`src/rccb_pkg.sv`:
```
package rccb_pkg;

  localparam int unsigned MaxEntries = 65536;
  localparam int unsigned SlotW = $clog2(MaxEntries);
  localparam int unsigned CountW = SlotW + 1;
  localparam int unsigned EpochW = 8;
  localparam int unsigned RemW = CountW + 1;

  localparam logic [63:0] SeedX = 64'd123456789;
  localparam logic [63:0] SeedY = 64'd362436069;
  localparam logic [63:0] SeedZ = 64'd521288629;

  localparam logic [15:0] SlotMask = 16'hffff;

  localparam logic [1:0] RegEntryCount = 2'd0;

  localparam logic FuncBegin = 1'b0;
  localparam logic FuncNext = 1'b1;

  typedef struct packed {
    logic [63:0] x;
    logic [63:0] y;
    logic [63:0] z;
  } gen_state_t;

  function automatic gen_state_t gen_step(gen_state_t s);
    logic [63:0] t;
    gen_state_t r;
    t = s.x ^ (s.x << 16);
    t = t ^ (t >> 5);
    t = t ^ (t << 1);
    r.x = s.y;
    r.y = s.z;
    r.z = t ^ s.y ^ s.z;
    return r;
  endfunction

endpackage

```
`src/rccb_mod.sv`:
```
module rccb_mod (
  input  logic                          clk_i,
  input  logic                          rst_ni,
  input  logic                          start_i,
  input  logic [63:0]                   dividend_i,
  input  logic [rccb_pkg::CountW-1:0]   divisor_i,
  output logic                          done_o,
  output logic [rccb_pkg::SlotW-1:0]    rem_o
);
  import rccb_pkg::*;

  logic [6:0] cnt_q, cnt_d;
  logic busy_q, busy_d;
  logic [63:0] dvd_q, dvd_d;
  logic [RemW-1:0] rem_q, rem_d;
  logic [RemW-1:0] trial;
  logic [RemW:0] diff;

  always_comb begin
    trial = {rem_q[RemW-2:0], dvd_q[63]};
    diff = {1'b0, trial} - {2'b00, divisor_i};
    cnt_d = cnt_q;
    busy_d = busy_q;
    dvd_d = dvd_q;
    rem_d = rem_q;
    done_o = 1'b0;
    if (start_i) begin
      busy_d = 1'b1;
      cnt_d = 7'd0;
      dvd_d = dividend_i;
      rem_d = '0;
    end else if (busy_q) begin
      dvd_d = {dvd_q[62:0], 1'b0};
      rem_d = diff[RemW] ? trial : diff[RemW-1:0];
      cnt_d = cnt_q + 7'd1;
      if (cnt_q == 7'd63) begin
        busy_d = 1'b0;
      end
    end
    if (busy_q && !busy_d) begin
      done_o = 1'b1;
    end
  end

  assign rem_o = rem_d[SlotW-1:0];

  always_ff @(posedge clk_i or negedge rst_ni) begin
    if (!rst_ni) begin
      busy_q <= 1'b0;
      cnt_q <= '0;
    end else begin
      busy_q <= busy_d;
      cnt_q <= cnt_d;
    end
  end

  always_ff @(posedge clk_i) begin
    dvd_q <= dvd_d;
    rem_q <= rem_d;
  end

endmodule

```
`config.mk`:
```
export PLATFORM = sky130hd
export DESIGN_NAME = rccb_mod
export DESIGN_NICKNAME = d
export VERILOG_FILES = /design/src/rccb_pkg.sv /design/src/rccb_mod.sv
export SDC_FILE = /design/constraint.sdc
export NUM_CORES = 1
export LEC_CHECK = 0
export BUFFER_PORTS_ARGS = -buffer_cell sky130_fd_sc_hd__buf_2
export CAP_MARGIN = 20
export CORE_MARGIN = 8
export CORE_UTILIZATION = 50
export CTS_CLUSTER_SIZE = 16
export DETAILED_ROUTE_END_ITERATION = 10
export PLACE_DENSITY = 0.86
export SYNTH_ARGS = -nofsm -noshare
export SYNTH_HDL_FRONTEND = slang
export SYNTH_SLANG_ARGS = --single-unit
```
`constraint.sdc`:
```
create_clock -name clk_i -period 2.2 [get_ports clk_i]
set_input_delay 0.11 -clock clk_i [delete_from_list [all_inputs] [get_ports clk_i]]
set_output_delay 0.11 -clock clk_i [all_outputs]
set_load 0.01 [all_outputs]
```
==> metrics <==
status finished with violations; failing checks negative setup slack; largest net degree at the start of global routing 76; TritonCTS clock tree yes; HPWL after DPL 9.27 mm; drt wl/cell ~18 µm; period utilization 1.30; worst hold margin 0.0351 ns; net switching power 988 µW; vias per cell ~5.5; WP data required 2.09 ns; Worst Tran Pin Value roughly 0.58 ns; Power Internal approximately 2.8 mW; critical-path cell list inv_1 > ha_2 > fa_2 > nor2b_4 > o211ai_1 > a21o_1 > a41oi_2 > buf_4 > o21ai_1 > a311oi_2 > buf_2; Synth async-reset ratio 0.0899; slowest CP cell edfxtp_1; mean area per synthesized cell 11.9 µm²; Max-slew headroom 0.613; all-layer global routing usage 0.188; Num CTS Buffers 9; Layout Cells excl Fill approximately 700; share of power burned in registers 0.522; Worst Hold Class in2reg; setup ws final -0.670 ns; most common cell after layout, fill and taps aside buf_2; number of unique standard cell types used by synthesis 59; Synth top area share 0.397; clock skew 0.0219 ns; Die Area 13100 µm²; PortBufs 100; Leak Pwr around 2.7 nW; layout cells sized above 1 0.487; initial core utilization 0.504; max_cap viols 0; DR vias 3857; Crit path largest cell delay 0.36 ns; worst-path maximum fanout 5; Worst path top cell family by delay compound AO/OA/AOI/OAI gates; vias in the first global route 3996; Post-Syn Area just under 5000 µm²; synth top area cells edfxtp_1 (40%), mux2_2 (15%), dfxtp_1 (7.0%); detailed-route DRC error count 0; CP Class reg2out; Antenna Cells 0; first-pass GRT wire length 19.2 mm; post-route ant nets 0; Comb pwr share 0.165; worst vdd ir about 0.54 mV; row count 36; CP endpoint kind primary output; clock tree buffer depth 2; Placement Cell Area 5930 µm²; pwr dens 608 nW/µm²; Setup TNS Final -11.37 ns; 1st-iter DRT viols 233; root buf cell clkbuf_8; Startpoint Class flip-flop; Die Y 114 µm; crit path time final 2.87 ns; design area roughly 6300 µm²; Final Hold Vio Count 0; Reg clk slew, reported paths ~0.1 ns; switch share 0.257; Yosys top cell by area edfxtp_1; synthesis-to-layout area growth 30.5%; Clock Latency Late Sink 0.37 ns; Final GP Congestion roughly 0.91; clock share of power 0.313; number of cells after detailed placement approximately 680; Ports 101; Syn Inst Count 406; Total Routed Length 12.4 mm; yosys warns 0; most frequent cells in the layout buf_2 (96), edfxtp_1 (64), mux2_2 (63), buf_4 (63); Critical Path AT 2.76 ns; Die X 114 µm; Pins Over Slew Limit 0; total gr overflow 0; synthesized net count 509; Post-synth EDFFs 64; RSZ-0062 raised after global routing true; FF+latch count, synth 89; htree depth 3; Fmax 348 MHz; Seq/Total Area, Yosys 0.509; initial antenna violation count 0; First-pass DRT Iterations 5; total clock sinks 89; Buf/Inv on CP 3; top_reg_cell synth edfxtp_1; Final nets 667; Core Footprint 9590 µm²; final setup vio count 33
-- per-stage QoR --
step / utilization / worst slack (ns) / power [mW]
after floorplan: - / -0.0182 / 2.38
after global placement: 0.618 / -0.210 / 2.60
after detailed placement: 0.618 / -0.302 / 2.63
after CTS: 0.647 / -0.656 / 3.85
after global routing: 0.658 / -0.807 / 4.00
final: 0.658 / -0.670 / 3.84
-- cell usage after synthesis, drive strengths merged, types with 3 or more instances --
master / n
nor3: 7
a311oi: 6
dfxtp: 17
nor4: 3
a21o: 6
or3: 5
ha: 18
dfrtp: 8
o221ai: 4
o211ai: 7
o21ai: 21
nand2: 19
nor2: 25
nand3: 12
nand4: 6
nand2b: 5
and3: 5
inv: 24
mux2: 63
and2: 3
a41oi: 3
edfxtp: 64
buf: 4
xor2: 5
clkbuf: 13
a21oi: 11
o21a: 3
xnor2: 7
a211oi: 8
o311ai: 3
-- power groups by stage --
stage / logic (mW) / clock network [mW] / registers (mW)
2_1_floorplan: 0.365 / 0 / 2.02
3_3_place_gp: 0.565 / 0 / 2.03
3_5_place_dp: 0.592 / 0 / 2.04
4_1_cts: 0.607 / 1.24 / 2.01
5_1_grt: 0.685 / 1.30 / 2.02
6_report: 0.632 / 1.20 / 2.01
-- state kept, by name (all words and copies together) (netlist names) --
signal,flops
cnt_q,7
dvd_q,64
rem_q,17
busy_q,1
-- final cells by class --
type	count	area (µm²)
fill	706	3280
sequential	89	2460
multi-input combinational	276	2360
timing repair buffer	164	1020
tap	133	166
clock buffer	9	124
inverter	24	93.8
clock inverter	7	85.1
-- kinds of logic (layout without fill, tap and decap cells) --
| kind of cell | after synthesis | in the layout | share of synthesized area |
|---|---|---|---|
| multiplexers | 64 | 64 | 0.149 |
| AND/OR/NAND/NOR | 98 | 98 | 0.102 |
| flip-flops | 89 | 89 | 0.509 |
| adder cells (fa/ha/maj) | 19 | 19 | 0.0507 |
| AO/OA/AOI/OAI | 83 | 83 | 0.132 |
| buffers and inverters | 41 | 204 | 0.0352 |
| XOR/XNOR | 12 | 12 | 0.0217 |
-- routing by layer --
| layer | share of wire | GRT usage |
|---|---|---|
| met1 | 0.41 | 0.213 |
| met2 | 0.49 | 0.313 |
| met3 | 0.082 | 0.0701 |
| met4 | 0.018 | 0.0772 |
| met5 | 0 | 0 |
-- worst paths after layout --
kind,start,endpoint,slack (ns),cells past startpoint
worst max-delay path,dvd_q[63],rem_o[3],-0.67,11
worst min-delay path,dividend_i[25],dvd_q[25],0.04,2
worst max register to register,dvd_q[63],rem_q[8],-0.19,13
worst min register to register,dvd_q[9],dvd_q[10],0.54,1
max in group asynchronous,rst_ni,cnt_q[1],1.91,2
min in group asynchronous,rst_ni,cnt_q[3],0.12,2
-- what timing repair did --
action	CTS	global route
gates resized for setup	6	13
pin swaps	4	4
hold buffers	1	0
buffers inserted	4	5
cloned	0	0
hold endpoints to repair	8	0
setup endpoints to repair	32	33
(Power assumes the default switching activity.)
